$ cat config.mk
export PLATFORM = sky130hd
export DESIGN_NAME = terminal_escape_key_decoder_top
export DESIGN_NICKNAME = d
export VERILOG_FILES = /design/src/design/tekd_pkg.sv /design/src/design/tekd_front.sv /design/src/design/tekd_queue.sv /design/src/design/tekd_back.sv /design/src/design/terminal_escape_key_decoder_top.sv
export SDC_FILE = /design/constraint.sdc
export NUM_CORES = 1
export LEC_CHECK = 0
export BUFFER_PORTS_ARGS = -buffer_cell sky130_fd_sc_hd__buf_2
export CAP_MARGIN = 10
export CELL_PAD_IN_SITES_DETAIL_PLACEMENT = 0
export CELL_PAD_IN_SITES_GLOBAL_PLACEMENT = 1
export CORE_ASPECT_RATIO = 0.9
export CORE_MARGIN = 4
export CORE_UTILIZATION = 47
export DETAILED_ROUTE_END_ITERATION = 7
export GPL_TIMING_DRIVEN = 0
export PLACE_DENSITY_LB_ADDON = 0.1
export SKIP_LAST_GASP = 1
export SLEW_MARGIN = 25
export SYNTH_ARGS = -nofsm -noshare
export SYNTH_HDL_FRONTEND = slang
export SYNTH_SLANG_ARGS = --single-unit
$ cat constraint.sdc
create_clock -name aclk -period 7.9 [get_ports aclk]
set_input_delay 0.79 -clock aclk [delete_from_list [all_inputs] [get_ports aclk]]
set_output_delay 0.79 -clock aclk [all_outputs]
set_load 0.05 [all_outputs]
$ cat src/design/tekd_pkg.sv
// ----------------------------------------------------------------------------
// tekd_pkg
// Shared types and constants for the terminal escape key decoder.
// ----------------------------------------------------------------------------
package tekd_pkg;

    // longest CSI run, counting the introducer, before it is dropped
    localparam int MAX_SEQUENCE = 16;
    localparam int SEQ_W        = $clog2(MAX_SEQUENCE);

    localparam int QUEUE_DEPTH  = 2;
    localparam int QPTR_W       = (QUEUE_DEPTH > 1) ? $clog2(QUEUE_DEPTH) : 1;
    localparam int QCNT_W       = $clog2(QUEUE_DEPTH + 1);

    localparam logic [15:0] TIMEOUT_RESET = 16'd80;
    localparam logic [15:0] WAIT_MAX      = 16'hFFFF;

    localparam logic [7:0] CH_NUL     = 8'h00;
    localparam logic [7:0] CH_ESC     = 8'h1B;
    localparam logic [7:0] CH_LBRACKET = 8'h5B;
    localparam logic [7:0] CH_SS3     = 8'h4F;
    localparam logic [7:0] CH_AT      = 8'h40;
    localparam logic [7:0] CH_TILDE   = 8'h7E;
    localparam logic [7:0] CH_ZERO    = 8'h30;
    localparam logic [7:0] CH_NINE    = 8'h39;
    localparam logic [7:0] CH_A       = 8'h41;
    localparam logic [7:0] CH_B       = 8'h42;
    localparam logic [7:0] CH_C       = 8'h43;
    localparam logic [7:0] CH_D       = 8'h44;
    localparam logic [7:0] CH_F       = 8'h46;
    localparam logic [7:0] CH_H       = 8'h48;

    localparam logic [3:0] NUM_MAX    = 4'd15;

    typedef enum logic [0:0] {
        ACT_BYTE = 1'b0,
        ACT_TICK = 1'b1
    } action_t;

    typedef enum logic [1:0] {
        PH_IDLE = 2'd0,
        PH_ESC  = 2'd1,
        PH_CSI  = 2'd2,
        PH_SS3  = 2'd3
    } phase_t;

    typedef enum logic [3:0] {
        K_CHAR  = 4'd0,
        K_NONE  = 4'd1,
        K_UP    = 4'd2,
        K_DOWN  = 4'd3,
        K_LEFT  = 4'd4,
        K_RIGHT = 4'd5,
        K_DEL   = 4'd6,
        K_HOME  = 4'd7,
        K_END   = 4'd8
    } key_kind_t;

    // up to two results decoded from one input word
    typedef struct packed {
        key_kind_t  kind0;
        logic [7:0] code0;
        logic       two;
        key_kind_t  kind1;
        logic [7:0] code1;
    } bundle_t;

    typedef struct packed {
        logic full;
        logic empty;
    } queue_status_t;

endpackage

$ cat src/design/tekd_front.sv
// ----------------------------------------------------------------------------
// tekd_front
// Decoder state machine: takes one word a cycle unless the queue is full, and forms its result bundle.
// ----------------------------------------------------------------------------
module tekd_front (
    input  logic                aclk,
    input  logic                aresetn,
    input  logic                cfg_wr_en,
    input  logic [15:0]         cfg_wr_data,
    input  logic                s_valid,
    output logic                s_ready,
    input  logic                s_action,
    input  logic [7:0]          s_data_byte,
    input  tekd_pkg::queue_status_t q_status,
    output logic                push,
    output tekd_pkg::bundle_t   push_data
);

    tekd_pkg::phase_t           phase_reg, phase_next;
    logic [15:0]                wait_reg, wait_next;
    logic [tekd_pkg::SEQ_W-1:0] seq_reg, seq_next;
    logic                       digits_reg, digits_next;
    logic [3:0]                 num_reg, num_next;
    logic [15:0]                timeout_reg;

    logic                       accept;
    logic [1:0]                 n_res;
    logic [15:0]                wait_inc;
    logic [7:0]                 num_prod;
    logic [tekd_pkg::SEQ_W-1:0] seq_inc;
    tekd_pkg::key_kind_t        k_lone, k_num, k_ss3;

    assign s_ready = !q_status.full;
    assign accept  = s_valid && s_ready;

    always_ff @(posedge aclk) begin
        if (!aresetn) begin
            phase_reg   <= tekd_pkg::PH_IDLE;
            wait_reg    <= '0;
            seq_reg     <= '0;
            digits_reg  <= 1'b1;
            num_reg     <= '0;
            timeout_reg <= tekd_pkg::TIMEOUT_RESET;
        end else begin
            if (cfg_wr_en) begin
                timeout_reg <= cfg_wr_data;
            end
            if (accept) begin
                phase_reg  <= phase_next;
                wait_reg   <= wait_next;
                seq_reg    <= seq_next;
                digits_reg <= digits_next;
                num_reg    <= num_next;
            end
        end
    end

    always_comb begin
        unique case (s_data_byte)
            tekd_pkg::CH_A: k_lone = tekd_pkg::K_UP;
            tekd_pkg::CH_B: k_lone = tekd_pkg::K_DOWN;
            tekd_pkg::CH_C: k_lone = tekd_pkg::K_RIGHT;
            tekd_pkg::CH_D: k_lone = tekd_pkg::K_LEFT;
            tekd_pkg::CH_H: k_lone = tekd_pkg::K_HOME;
            tekd_pkg::CH_F: k_lone = tekd_pkg::K_END;
            default:        k_lone = tekd_pkg::K_NONE;
        endcase
        unique case (num_reg)
            4'd1, 4'd7: k_num = tekd_pkg::K_HOME;
            4'd3:       k_num = tekd_pkg::K_DEL;
            4'd4, 4'd8: k_num = tekd_pkg::K_END;
            default:    k_num = tekd_pkg::K_NONE;
        endcase
        unique case (s_data_byte)
            tekd_pkg::CH_H: k_ss3 = tekd_pkg::K_HOME;
            tekd_pkg::CH_F: k_ss3 = tekd_pkg::K_END;
            default:        k_ss3 = tekd_pkg::K_NONE;
        endcase
    end

    assign wait_inc = (wait_reg < tekd_pkg::WAIT_MAX) ? wait_reg + 16'd1 : wait_reg;
    // digits are 0x30..0x39, so the low nibble is the digit value
    assign num_prod = 8'({4'd0, num_reg} * 8'd10) + {4'd0, s_data_byte[3:0]};
    assign seq_inc  = seq_reg + tekd_pkg::SEQ_W'(1);

    always_comb begin
        phase_next  = phase_reg;
        wait_next   = wait_reg;
        seq_next    = seq_reg;
        digits_next = digits_reg;
        num_next    = num_reg;
        n_res       = 2'd0;
        push_data   = '{kind0: tekd_pkg::K_NONE, code0: '0, two: 1'b0,
                        kind1: tekd_pkg::K_NONE, code1: '0};

        if (s_action == tekd_pkg::ACT_TICK) begin
            if (phase_reg != tekd_pkg::PH_IDLE) begin
                wait_next = wait_inc;
                if (wait_inc >= timeout_reg) begin
                    phase_next  = tekd_pkg::PH_IDLE;
                    wait_next   = '0;
                    seq_next    = '0;
                    digits_next = 1'b1;
                    num_next    = '0;
                    n_res       = 2'd1;
                    if (phase_reg == tekd_pkg::PH_ESC) begin
                        push_data.kind0 = tekd_pkg::K_CHAR;
                        push_data.code0 = tekd_pkg::CH_ESC;
                    end
                end
            end
        end else begin
            unique case (phase_reg)
                tekd_pkg::PH_IDLE: begin
                    if (s_data_byte == tekd_pkg::CH_ESC) begin
                        phase_next = tekd_pkg::PH_ESC;
                    end else begin
                        n_res = 2'd1;
                        if (s_data_byte != tekd_pkg::CH_NUL) begin
                            push_data.kind0 = tekd_pkg::K_CHAR;
                            push_data.code0 = s_data_byte;
                        end
                    end
                end
                tekd_pkg::PH_ESC: begin
                    wait_next = '0;
                    if (s_data_byte == tekd_pkg::CH_LBRACKET) begin
                        phase_next = tekd_pkg::PH_CSI;
                    end else if (s_data_byte == tekd_pkg::CH_SS3) begin
                        phase_next = tekd_pkg::PH_SS3;
                    end else begin
                        // ESC goes out, then the byte is decoded afresh
                        push_data.kind0 = tekd_pkg::K_CHAR;
                        push_data.code0 = tekd_pkg::CH_ESC;
                        if (s_data_byte == tekd_pkg::CH_ESC) begin
                            n_res      = 2'd1;
                            phase_next = tekd_pkg::PH_ESC;
                        end else begin
                            n_res         = 2'd2;
                            push_data.two = 1'b1;
                            phase_next    = tekd_pkg::PH_IDLE;
                            if (s_data_byte != tekd_pkg::CH_NUL) begin
                                push_data.kind1 = tekd_pkg::K_CHAR;
                                push_data.code1 = s_data_byte;
                            end
                        end
                    end
                end
                tekd_pkg::PH_CSI: begin
                    if (s_data_byte >= tekd_pkg::CH_AT && s_data_byte <= tekd_pkg::CH_TILDE) begin
                        n_res       = 2'd1;
                        phase_next  = tekd_pkg::PH_IDLE;
                        wait_next   = '0;
                        seq_next    = '0;
                        digits_next = 1'b1;
                        num_next    = '0;
                        if (seq_reg == '0) begin
                            push_data.kind0 = k_lone;
                        end else if (s_data_byte == tekd_pkg::CH_TILDE && digits_reg) begin
                            push_data.kind0 = k_num;
                        end
                    end else begin
                        if (s_data_byte >= tekd_pkg::CH_ZERO && s_data_byte <= tekd_pkg::CH_NINE) begin
                            num_next = (num_prod > 8'(tekd_pkg::NUM_MAX)) ?
                                       tekd_pkg::NUM_MAX : num_prod[3:0];
                        end else begin
                            digits_next = 1'b0;
                        end
                        seq_next  = seq_inc;
                        wait_next = '0;
                        if (seq_inc >= tekd_pkg::SEQ_W'(tekd_pkg::MAX_SEQUENCE - 1)) begin
                            // overlong: give up with none
                            n_res       = 2'd1;
                            phase_next  = tekd_pkg::PH_IDLE;
                            seq_next    = '0;
                            digits_next = 1'b1;
                            num_next    = '0;
                        end
                    end
                end
                tekd_pkg::PH_SS3: begin
                    n_res           = 2'd1;
                    phase_next      = tekd_pkg::PH_IDLE;
                    wait_next       = '0;
                    push_data.kind0 = k_ss3;
                end
                default: begin
                    phase_next = tekd_pkg::PH_IDLE;
                end
            endcase
        end
    end

    assign push = accept && (n_res != 2'd0);

endmodule

$ cat src/design/tekd_queue.sv
// ----------------------------------------------------------------------------
// tekd_queue
// Short register queue of result bundles between decoder and output stage.
// ----------------------------------------------------------------------------
module tekd_queue (
    input  logic                    aclk,
    input  logic                    aresetn,
    input  logic                    push,
    input  tekd_pkg::bundle_t       push_data,
    input  logic                    pop,
    output tekd_pkg::bundle_t       head,
    output tekd_pkg::queue_status_t status
);

    tekd_pkg::bundle_t           mem_reg [tekd_pkg::QUEUE_DEPTH];
    logic [tekd_pkg::QPTR_W-1:0] wr_ptr_reg, rd_ptr_reg;
    logic [tekd_pkg::QCNT_W-1:0] count_reg;
    logic                        do_push, do_pop;

    assign status.full  = (count_reg == tekd_pkg::QCNT_W'(tekd_pkg::QUEUE_DEPTH));
    assign status.empty = (count_reg == '0);
    assign do_push      = push && !status.full;
    assign do_pop       = pop && !status.empty;
    assign head         = mem_reg[rd_ptr_reg];

    function automatic logic [tekd_pkg::QPTR_W-1:0] ptr_inc(
        input logic [tekd_pkg::QPTR_W-1:0] p
    );
        if (p == tekd_pkg::QPTR_W'(tekd_pkg::QUEUE_DEPTH - 1)) begin
            return '0;
        end
        return p + tekd_pkg::QPTR_W'(1);
    endfunction

    always_ff @(posedge aclk) begin
        if (do_push) begin
            mem_reg[wr_ptr_reg] <= push_data;
        end
    end

    always_ff @(posedge aclk) begin
        if (!aresetn) begin
            wr_ptr_reg <= '0;
            rd_ptr_reg <= '0;
            count_reg  <= '0;
        end else begin
            if (do_push) begin
                wr_ptr_reg <= ptr_inc(wr_ptr_reg);
            end
            if (do_pop) begin
                rd_ptr_reg <= ptr_inc(rd_ptr_reg);
            end
            if (do_push && !do_pop) begin
                count_reg <= count_reg + tekd_pkg::QCNT_W'(1);
            end else if (do_pop && !do_push) begin
                count_reg <= count_reg - tekd_pkg::QCNT_W'(1);
            end
        end
    end

endmodule

$ cat src/design/tekd_back.sv
// ----------------------------------------------------------------------------
// tekd_back
// Output stage: hands out the one or two results of the head bundle in turn.
// ----------------------------------------------------------------------------
module tekd_back (
    input  logic                    aclk,
    input  logic                    aresetn,
    input  tekd_pkg::bundle_t       head,
    input  tekd_pkg::queue_status_t q_status,
    output logic                    pop,
    output logic                    m_valid,
    input  logic                    m_ready,
    output logic [3:0]              m_key_kind,
    output logic [7:0]              m_char_code,
    output logic                    m_last
);

    logic sel_reg, sel_next;
    logic taken;

    assign m_valid     = !q_status.empty;
    assign taken       = m_valid && m_ready;
    assign m_last      = sel_reg || !head.two;
    assign m_key_kind  = sel_reg ? head.kind1 : head.kind0;
    assign m_char_code = sel_reg ? head.code1 : head.code0;
    assign pop         = taken && m_last;

    always_comb begin
        sel_next = sel_reg;
        if (taken) begin
            sel_next = !m_last;
        end
    end

    always_ff @(posedge aclk) begin
        if (!aresetn) begin
            sel_reg <= 1'b0;
        end else begin
            sel_reg <= sel_next;
        end
    end

endmodule

$ cat src/design/terminal_escape_key_decoder_top.sv
// ----------------------------------------------------------------------------
// terminal_escape_key_decoder_top
// Decodes terminal bytes and ticks into keys: characters, arrows, home, end,
// delete.
// ----------------------------------------------------------------------------
// Takes one input word (byte or tick) every cycle while s_ready is high; the
// decoder updates its state in that cycle and places the word's results in a
// two-entry queue. The output stage hands out one result per cycle while
// m_ready is high, so a word giving two results (ESC followed by an ordinary
// byte) holds the output while both go out and the queue absorbs the
// difference; s_ready drops only when the queue is full.
// cfg_wr_en/cfg_wr_data load the timeout in ticks (reset 80; 0 acts as 1).
module terminal_escape_key_decoder_top (
    input  logic        aclk,
    input  logic        aresetn,
    input  logic        cfg_wr_en,
    input  logic [15:0] cfg_wr_data,
    input  logic        s_valid,
    output logic        s_ready,
    input  logic        s_action,
    input  logic [7:0]  s_data_byte,
    output logic        m_valid,
    input  logic        m_ready,
    output logic [3:0]  m_key_kind,
    output logic [7:0]  m_char_code,
    output logic        m_last
);

    tekd_pkg::queue_status_t q_status;
    tekd_pkg::bundle_t       push_data, head;
    logic                    push, pop;

    tekd_front u_front (
        .aclk        (aclk),
        .aresetn     (aresetn),
        .cfg_wr_en   (cfg_wr_en),
        .cfg_wr_data (cfg_wr_data),
        .s_valid     (s_valid),
        .s_ready     (s_ready),
        .s_action    (s_action),
        .s_data_byte (s_data_byte),
        .q_status    (q_status),
        .push        (push),
        .push_data   (push_data)
    );

    tekd_queue u_queue (
        .aclk      (aclk),
        .aresetn   (aresetn),
        .push      (push),
        .push_data (push_data),
        .pop       (pop),
        .head      (head),
        .status    (q_status)
    );

    tekd_back u_back (
        .aclk        (aclk),
        .aresetn     (aresetn),
        .head        (head),
        .q_status    (q_status),
        .pop         (pop),
        .m_valid     (m_valid),
        .m_ready     (m_ready),
        .m_key_kind  (m_key_kind),
        .m_char_code (m_char_code),
        .m_last      (m_last)
    );

    // a non-final result is always followed straight away by the final one
    a_second_follows: assert property (@(posedge aclk) disable iff (!aresetn)
        (m_valid && m_ready && !m_last) |=> (m_valid && m_last))
        else $error("second result of a word missing");

    a_code_zero: assert property (@(posedge aclk) disable iff (!aresetn)
        (m_valid && m_key_kind != tekd_pkg::K_CHAR) |-> (m_char_code == 8'd0))
        else $error("char code set on a non-character key");

    // a full queue must hold off the input side
    a_full_stall: assert property (@(posedge aclk) disable iff (!aresetn)
        (q_status.full) |-> (!s_ready && m_valid))
        else $error("input taken while queue full");

endmodule
==> qor.yml, run 1 <==
grt:
  grt_remaining_overflow: 0
  grt_pass1_vias: 3987
  grt_pass1_wl_microns: 20800
  grt_max_degree: 23
  track_usage_pct: 20.5
  antenna_found_initial: 0
cells_and_area:
  seq_area_sq_um: 2300
  final_cell_mix: "nor2_1 (56), dfxtp_1 (49), buf_2 (47), edfxtp_1 (44), nand2_1 (37)"
  drive_gt1_share_pct: 14.8
  n_antenna_cell: 0
  fin_area_sq_um: 5980
  nets: 651
  largest_register_ffs: 44
  fillers: 1005
  syn2layout_area_growth_pct: 13.7
  final_common_cell: "nor2_1"
  multiInputGateArea_sq_um: 2780
cts:
  h-tree-depth: 3
  cts_hold_buf: 0
  cts.sinks: 93
  cts_buffers: 9
  post_cts.repair.setup_buffers: 0
  cts_root_buf: "clkbuf_16"
  cts_tree: "yes"
  postCtsResizedCells: 0
  clk_path_buf_depth: 2
  worstSkewPairLatency_ns: 0.35
  clk_pin_slew_ns: 0.07
critical_path:
  crit_start: "u_front.wait_reg[0]"
  endpoint: "u_queue.mem_reg[0][23]"
  cp_top_family: "simple AND/OR/NAND/NOR gates"
  worstSetupPathType: "reg -> reg"
  crit_path_end_kind: "flop"
  worstPathBufferInverterCount: 3
  critical_path.slowest_cell: "nor4_2"
  cp.required_ns: 7.96
  crit_top_cell: "buf_2"
  critPathMaxFanout: 10
  cp.depth: 14
  cp.arrival_ns: 5.06
  r2r_slack_ns: 2.89
  r2r-start: "u_front.wait_reg[0]"
  r2r-end: "u_queue.mem_reg[0][23]"
  startpoint_type: "flop"
  cp_cell_sequence: "ha_1 -> nand2_1 -> nor4_2 -> nand2_1 -> mux2_2 -> ha_1 -> and3_1 -> o21ai_1 -> a2111oi_4 -> nor3_1 -> buf_2 -> nor4_2 -> buf_2 -> buf_2"
  critPathMaxStageDelay_ns: 0.71
  reg2reg_depth: 14
synth:
  syn-cell-area_sq_um: 5260
  synth_nets: 595
  yosys.area_share.simple_pct: 21.1
  synth-compound-area-share_pct: 12.6
  synth_flop_cell: "dfxtp_1"
  synth-edff-count: 44
  synth_top_family_by_area: "simple AND/OR/NAND/NOR gates"
  avgSynthCellArea_sq_um: 9.83
  synthArstFlopShare_pct: 0
  yosysSeqAreaShare_pct: 43.8
  synthMuxAreaShare_pct: 8.47
  syn-instance-count: 535
  synthAdderAreaFrac_pct: 7.43
  synth_xor_area_share_pct: 3.00
  synth_cell_types: 58
  ys_ff_latch: 93
  yosysWarnings: 0
sta:
  slew_headroom_pct: 38.8
  tightestPinTransition_ns: 0.911
  period_needed_ns: 5.01
  finalClockSkew_ns: 0.00728
  finalSetupViolCount: 0
  hold_viol: 0
  fin_tns_setup_ns: 0
  fmax_ghz: 0.200
  grt_setup_unrepaired: "false"
  period_share_pct: 63.4
  drv_slew: 0
routing:
  viasPerCell: 5.63
  drtAntennaViolNets: 0
  wire_per_inst_microns: 16.7
  drc: 0
  initialDrtViolationCount: 399
  first_pass_iters: 4
  wirelength_microns: 12500
  dr_total_vias: 4212
place:
  gp_congestion: 0.861
  placed_cell_area_sq_um: 5680
  portBuffers: 42
  hpwl_microns: 9380
floorplan:
  dieArea_sq_um: 12900
  rows: 36
  initial_utilization_pct: 48.2
  die_y_microns: 108
  ioPinCount: 45
  die_w_microns: 119
  core_area_sq_um: 10900
pwr:
  p_leak_uw: 0.00224
  powerDensity_nw_per_um2: 183
  worst_ir_drop_vdd_v: 0.0000757
min_path:
  hold_path.class: "reg -> reg"
run_status:
  run_status: "complete, no violations"
flow_run:
  maxCapViolations: 0
==> report_power, final <==
group / switching [uW] / internal (uW)
combinational: 98.5 / 47.3
clock: 204 / 222
sequential: 6.46 / 516
total: 309 / 785
==> layer usage <==
metal	track usage (%)	routed length, microns
met4	6.13	130
met3	4.34	602
met5	0	0
met2	30.3	5500
met1	30.3	6240
==> stage by stage <==
| step | total power, uW | instances | worst slack, ns | hold slack, ns | utilization [%] |
|---|---|---|---|---|---|
| 5_1_grt | 1140 | 748 | 2.48 | 0.520 | 54.8 |
| 3_5_place_dp | 680 | 732 | 2.91 | 0.484 | 52.1 |
| 6_report | 1090 | 748 | 2.89 | 0.499 | 54.8 |
| 2_1_floorplan | 640 | 535 | 2.31 | 0.451 | - |
| 4_1_cts | 1100 | 748 | 2.89 | 0.496 | 54.8 |
| 3_3_place_gp | 676 | 729 | 0.793 | 0.474 | 51.9 |
==> tightest hold or removal path: stages (launching register included) <==
cell      delay, ns
dfxtp_1        0.31
o21ai_0        0.07
nand3b_1       0.07
==> worst min-delay path by stage <==
| stage | depth (start not counted) | start | slack [ns] | to |
|---|---|---|---|---|
| 6_report | 2 | u_front.digits_reg | 0.50 | u_front.digits_reg |
| 5_1_grt | 2 | u_front.timeout_reg[9] | 0.52 | u_front.timeout_reg[9] |
| 4_1_cts | 2 | u_front.digits_reg | 0.50 | u_front.digits_reg |
| 3_5_place_dp | 2 | u_front.digits_reg | 0.48 | u_front.digits_reg |
| 3_3_place_gp | 2 | u_queue.wr_ptr_reg | 0.47 | u_queue.wr_ptr_reg |
| 2_1_floorplan | 2 | u_queue.wr_ptr_reg | 0.45 | u_queue.wr_ptr_reg |
==> cells by family (layout without fill, tap and decap cells) <==
family | after synthesis | count (layout)
XOR/XNOR | 18 | 18
buffers and inverters | 50 | 111
multiplexers | 33 | 33
adder cells (fa/ha/maj) | 30 | 30
AO/OA/AOI/OAI | 101 | 101
AND/OR/NAND/NOR | 210 | 210
flip-flops | 93 | 93
==> cell usage after synthesis (4+ instances only) <==
master / number / area, sq um
nor2_1: 56 / 210
dfxtp_1: 49 / 981
edfxtp_1: 44 / 1320
nand2_1: 37 / 139
a21oi_1: 36 / 180
ha_1: 28 / 350
inv_1: 25 / 93.8
mux2i_1: 22 / 220
clkbuf_1: 20 / 75.1
nand3_1: 17 / 85.1
and2_1: 14 / 87.6
nor3_1: 14 / 70.1
o21ai_0: 10 / 50.1
o22ai_1: 10 / 62.6
xnor2_1: 10 / 87.6
mux4_2: 9 / 203
nand4_1: 9 / 56.3
or3_1: 9 / 56.3
nor2b_1: 8 / 50.1
xor2_1: 8 / 70.1
nand2b_1: 7 / 43.8
a22oi_1: 6 / 45.0
a31oi_1: 6 / 37.5
and3_1: 6 / 37.5
nand3b_1: 6 / 45.0
nor4_1: 6 / 37.5
o21bai_1: 5 / 37.5
o31ai_1: 5 / 37.5
nor4b_1: 4 / 35.0
o21a_1: 4 / 30.0
==> final cells by class <==
cell class / count / share of cell area, %
buffer: 25 / 1.61
inverter: 25 / 1.57
multi-input combinational: 392 / 46.5
tap: 152 / 3.18
clock inverter: 7 / 1.09
timing repair buffer: 45 / 3.77
clock buffer: 9 / 3.77
sequential: 93 / 38.5
No activity file was read; power rests on OpenSTA's default activity.
==> run 2, diff against run 1 <==
- ABC_AREA: unset -> 1
- CORE_UTILIZATION: 47 -> 40
- clock period: 7.9 -> 4.3 ns (I/O delays scaled with it)
==> qor.yml, run 2 <==
place:
  gp_congestion: 0.829  # -3.8%
  portBuffers: 44  # +4.8%
  hpwl_microns: 10100  # +7.8%
  place_ws_ns: 0.320  # -2.59 ns
  dp.cells: 886  # +21%
floorplan:
  rows: 39  # +8.3%
  die_y_microns: 117  # +7.9%
  dieArea_sq_um: 15100  # +16%
  ioPinCount: 45  # unchanged
  initial_utilization_pct: 41.2  # -7.0 points
  die_w_microns: 129  # +7.9%
  core_area_sq_um: 12800  # +17%
routing:
  viasPerCell: 5.03  # -11%
  initialDrtViolationCount: 290  # -27%
  first_pass_iters: 5  # +1
  wire_per_inst_microns: 14.4  # -13%
  drc: 0  # unchanged
  drtAntennaViolNets: 0  # unchanged
  wirelength_microns: 13100  # +4.7%
  dr_total_vias: 4547  # +8.0%
cts:
  cts_tree: "yes"
  h-tree-depth: 3  # unchanged
  cts.sinks: 93  # unchanged
  worstSkewPairLatency_ns: 0.35  # about the same
  cts_buffers: 9  # unchanged
  clk_pin_slew_ns: 0.07  # about the same
  clk_path_buf_depth: 2  # unchanged
  cts_root_buf: "clkbuf_16"
pwr:
  worst_ir_drop_vdd_v: 0.000399  # +430%
  power_uw: 2180  # +100%
  p_leak_uw: 0.00261  # +16%
  p_int_uw: 1480  # +89%
  power_switching_uw: 704  # +130%
  switching_share_pct: 32.2  # +3.9 points
  seqPwrFrac_pct: 44.9  # -2.8 points
  clockPowerShare_pct: 35.2  # -3.7 points
  powerDensity_nw_per_um2: 363  # +98%
  combPwrFrac_pct: 19.9  # +6.6 points
sta:
  finalClockSkew_ns: 0.00742  # +0.000138 ns
  fmax_ghz: 0.262  # +31%
  hold_viol: 0  # unchanged
  finalSetupViolCount: 0  # unchanged
  period_needed_ns: 3.81  # -1.19 ns
  tightestPinTransition_ns: 0.638  # -0.273 ns
  slew_headroom_pct: 57.4  # +19 points
  grt_setup_unrepaired: "false"
  drv_slew: 0  # unchanged
  period_share_pct: 88.7  # +25 points
  final.setup.worst_slack_ns: 0.488  # -2.41 ns
synth:
  yosysWarnings: 0  # unchanged
  yosysSeqAreaShare_pct: 43.7  # -0.094 points
  synthArstFlopShare_pct: 0  # unchanged
  synth_flop_cell: "dfxtp_1"
  synth_xor_area_share_pct: 2.30  # -0.70 points
  synthTopCellsByArea: "edfxtp_1 (25%), dfxtp_1 (19%), nand2_1 (9.4%)"
  synth_cell_types: 40  # -31%
  synth_top_area_cell: "edfxtp_1"
  synth_nets: 738  # +24%
  yosys.area_share.simple_pct: 25.2  # +4.1 points
  syn-cell-area_sq_um: 5270  # +0.21%
  synth-edff-count: 44  # unchanged
  synth_top_cell_area_share_pct: 25.1  # -0.054 points
  synth_top_family_by_area: "simple AND/OR/NAND/NOR gates"
  syn-instance-count: 678  # +27%
  synth_common_cells: "nand2_1 (132), nor2_1 (92), inv_1 (81)"
  ys_ff_latch: 93  # unchanged
  synth-compound-area-share_pct: 13.9  # +1.3 points
  synthAdderAreaFrac_pct: 7.41  # -0.016 points
  avgSynthCellArea_sq_um: 7.77  # -21%
  yosysMostFrequentCell: "nand2_1"
  synthMuxAreaShare_pct: 0  # -8.5 points
critical_path:
  worstSetupPathType: "reg -> reg"
  startpoint_type: "flop"
  worstPathBufferInverterCount: 5  # +2
  critical_path.slowest_cell: "dfxtp_1"
  cp.required_ns: 4.53  # -3.43 ns
  critPathMaxFanout: 10  # unchanged
  critPathMaxStageDelay_ns: 0.43  # -0.28 ns
  crit_top_cell: "nand2_1"
  cp.arrival_ns: 4.04  # -1.02 ns
  cp_top_family: "simple AND/OR/NAND/NOR gates"
  crit_path_end_kind: "flop"
grt:
  grt_pass1_vias: 4147  # +4.0%
  grt_pass1_wl_microns: 21000  # +0.97%
  grt_remaining_overflow: 0  # unchanged
  grt_max_degree: 23  # unchanged
  track_usage_pct: 17.8  # -2.7 points
  antenna_found_initial: 0  # unchanged
cells_and_area:
  syn2layout_area_growth_pct: 14.2
  n_antenna_cell: 0  # unchanged
  final_common_cell: "nand2_1"
  largest_register_ffs: 44  # unchanged
  drive_gt1_share_pct: 12.4  # -2.3 points
  nets: 795  # +22%
  final_cell_mix: "nand2_1 (132), nor2_1 (91), inv_1 (80), a21oi_1 (56), o21ai_0 (52)"
  fin_cells: 904  # +21%
  fillers: 1283  # +28%
run_status:
  run_status: "complete, no violations"
min_path:
  hold_path.class: "in -> reg"
flow_run:
  maxCapViolations: 0  # unchanged
## run 2: layer usage
metal  part of all wire (%)  vias to the layer above  track usage [%]
met4                   0.93                        0             3.85
met3                    4.4                        9             3.63
met1                     52                     2078             26.0
met5                      0                        -                0
li1                       -                     2382                -
met2                     42                       78             27.6
## run 2: repair_timing
action	4_1_cts	5_1_grt
hold buffers	0	0
hold endpoints to repair	0	0
setup endpoints to repair	0	45
resized for setup	0	3
buffers inserted	0	2
## run 2: cell type report
| class | instances | area [sq um] | area share [%] |
|---|---|---|---|
| plain buffers | 17 | 73.8 | 1.23 |
| clock buffers | 9 | 225 | 3.74 |
| clock inverters | 7 | 63.8 | 1.06 |
| inverters | 86 | 327 | 5.43 |
| multi-input cells | 482 | 2590 | 43.0 |
| flip-flops and latches | 93 | 2300 | 38.2 |
| well taps | 164 | 205 | 3.41 |
| repair buffers | 46 | 235 | 3.91 |
## run 2: worst reg2reg max path: cells and delay by family (launching register included)
family	cells	cell delay (ns)
flip-flops	1	0.43
AND/OR/NAND/NOR	12	1.34
buffers and inverters	5	0.39
AO/OA/AOI/OAI	6	0.78
adder cells (fa/ha/maj)	3	0.77
## run 2: worst paths after layout
kind	from	end	slack, ns	cells past startpoint
worst min register to register	u_queue.rd_ptr_reg	u_queue.rd_ptr_reg	0.46	1
worst min-delay path	cfg_wr_data[4]	u_front.timeout_reg[4]	0.30	3
worst max register to register	u_front.wait_reg[0]	u_queue.count_reg[1]	0.49	26
worst max-delay path	u_front.wait_reg[0]	u_queue.count_reg[1]	0.49	26
## run 2: power by group through the flow
stage	Sequential, uW	Combinational (uW)	Clock, uW
2_1_floorplan	997	314	0
3_3_place_gp	1000	429	0
3_5_place_dp	1000	434	0
6_report	981	435	769
4_1_cts	981	435	793
5_1_grt	984	481	825
## run 2: cells by family after synthesis
family | Yosys count
AND/OR/NAND/NOR | 304
flip-flops | 93
XOR/XNOR | 13
adder cells (fa/ha/maj) | 30
AO/OA/AOI/OAI | 135
buffers and inverters | 103
## run 2: through the flow
step	instance area, sq um	utilization (%)	hold WS (ns)	setup TNS [ns]
after detailed placement	5700	44.6	0.445	0
after global routing	6020	47.1	0.300	0
final	6020	47.1	0.296	0
after CTS	5990	46.9	0.287	0
after global placement	5690	44.5	0.434	-10.22
after floorplan	5270	-	0.425	0
==> run 3, diff against run 2 <==
- RECOVER_POWER: unset -> 100
==> qor.yml, run 3 (same netlist as run 2, synthesis figures left out) <==
run_status:
  run_status: "complete, no violations"
pwr:
  p_leak_uw: 0.00256  # -2.1%
  clockPowerShare_pct: 35.3  # about the same
  p_int_uw: 1470  # -0.73%
  combPwrFrac_pct: 19.5  # -0.4 points
  switching_share_pct: 32.4  # +0.16 points
  powerDensity_nw_per_um2: 364  # +0.31%
  worst_ir_drop_vdd_v: 0.000399  # about the same
  seqPwrFrac_pct: 45.1  # +0.2 points
  power_switching_uw: 704  # about the same
routing:
  dr_total_vias: 4578  # +0.68%
  viasPerCell: 5.06  # +0.68%
  drc: 0  # unchanged
  first_pass_iters: 5  # unchanged
  wire_per_inst_microns: 14.5  # +0.46%
  wirelength_microns: 13100  # +0.46%
  drtAntennaViolNets: 0  # unchanged
  initialDrtViolationCount: 287  # -1.0%
cells_and_area:
  fin_cells: 904  # unchanged
  final_cell_mix: "nand2_1 (133), nor2_1 (94), inv_1 (81), a21oi_1 (56), o21ai_0 (52)"
  largest_register_ffs: 44  # unchanged
  fin_area_sq_um: 5970  # -0.81%
  syn2layout_area_growth_pct: 13.3
  final_common_cell: "nand2_1"
  n_antenna_cell: 0  # unchanged
  nets: 795  # unchanged
  final_util_pct: 46.7  # -0.38 points
  drive_gt1_share_pct: 8.78  # -3.6 points
floorplan:
  core_area_sq_um: 12800  # unchanged
  dieArea_sq_um: 15100  # unchanged
  initial_utilization_pct: 41.2  # unchanged
  die_w_microns: 129  # unchanged
  ioPinCount: 45  # unchanged
  rows: 39  # unchanged
  die_y_microns: 117  # unchanged
cts:
  h-tree-depth: 3  # unchanged
  worstSkewPairLatency_ns: 0.35  # about the same
  cts.sinks: 93  # unchanged
  clk_pin_slew_ns: 0.07  # about the same
  clk_path_buf_depth: 2  # unchanged
  cts_buffers: 9  # unchanged
  cts_root_buf: "clkbuf_16"
  cts_hold_buf: 0  # unchanged
  cts_tree: "yes"
critical_path:
  crit_path_end_kind: "flop"
  cp.required_ns: 4.53  # about the same
  critPathMaxFanout: 10  # unchanged
  critPathMaxStageDelay_ns: 0.44  # about the same
  worstPathBufferInverterCount: 5  # unchanged
  r2r-start: "u_front.wait_reg[0]"
  critical_path.slowest_cell: "dfxtp_1"
  worstSetupPathType: "reg -> reg"
  crit_top_cell: "nand2_1"
  cp.arrival_ns: 4.08  # +0.04 ns
  crit_start: "u_front.wait_reg[0]"
  cp_top_family: "simple AND/OR/NAND/NOR gates"
  startpoint_type: "flop"
sta:
  finalClockSkew_ns: 0.00881  # +0.00139 ns
  drv_slew: 0  # unchanged
  fin_tns_setup_ns: 0  # unchanged
  slew_headroom_pct: 57.6  # +0.21 points
  period_share_pct: 89.4  # +0.74 points
  fmax_ghz: 0.260  # -0.83%
  hold_viol: 0  # unchanged
  period_needed_ns: 3.84  # +0.0319 ns
  tightestPinTransition_ns: 0.634  # -0.00321 ns
  finalSetupViolCount: 0  # unchanged
  grt_setup_unrepaired: "false"
place:
  hpwl_microns: 10100  # unchanged
  portBuffers: 44  # unchanged
  gp_congestion: 0.829  # unchanged
  placed_cell_area_sq_um: 5700  # unchanged
  dp.cells: 886  # unchanged
flow_run:
  maxCapViolations: 0  # unchanged
grt:
  grt_remaining_overflow: 0  # unchanged
  grt_max_degree: 23  # unchanged
  track_usage_pct: 17.8  # unchanged
  antenna_found_initial: 0  # unchanged
  grt_pass1_vias: 4147  # unchanged
  grt_pass1_wl_microns: 21000  # unchanged
min_path:
  hold_path.class: "in -> reg"
  hold_start: "cfg_wr_data[4]"
## run 3: cell count changes in the layout (fill, tap and decap cells not counted), sizes merged
cell	delta
buf	-19
clkbuf	+19
## run 3: through the flow
step                      power [uW]  hold WS, ns  setup slack (ns)
after CTS                       2210        0.287             0.264
after global routing            2280        0.300            0.0182
after floorplan                 1310        0.425             0.518
final                           2170        0.295             0.456
after detailed placement        1440        0.445             0.320
after global placement          1430        0.434            -0.465
## run 3: path summary, 6_finish.rpt
kind / end / slack, ns / cells past startpoint
worst max-delay path: u_queue.count_reg[1] / 0.46 / 26
worst min register to register: u_queue.rd_ptr_reg / 0.46 / 1
worst min-delay path: u_front.timeout_reg[4] / 0.30 / 3
worst max register to register: u_queue.count_reg[1] / 0.46 / 26
## run 3: cell type report
class / instances / area (sq um)
clock buffers: 9 / 225
clock inverters: 7 / 63.8
repair buffers: 46 / 211
multi-input cells: 482 / 2560
fillers: 1301 / 6810
well taps: 164 / 205
flip-flops and latches: 93 / 2300
plain buffers: 17 / 73.8
inverters: 86 / 327
## run 3: metal layers
metal	share of wire (%)	GRT usage (%)	vias up
met5	0	0	-
met4	0.97	3.85	0
met3	3.8	3.63	10
met2	43	27.6	75
met1	53	26.0	2109
li1	-	-	2384
## run 3: tightest hold or removal path: stages
cell and delay [ns]:
buf_2 0.08, a21oi_1 0.05, o21ai_0 0.06
## run 3: power groups by stage
stage | Combinational [uW] | Sequential [uW] | Clock [uW]
floorplan | 314 | 997 | 0
finish | 425 | 980 | 768
global placement | 429 | 1000 | 0
global route | 470 | 984 | 825
detailed placement | 434 | 1000 | 0
CTS | 435 | 981 | 793
## run 3: repair_timing
item                       in CTS  in global routing
hold endpoints to repair        0                  0
setup endpoints to repair       0                 45
gates resized for setup         0                  3
setup buffers                   0                  2
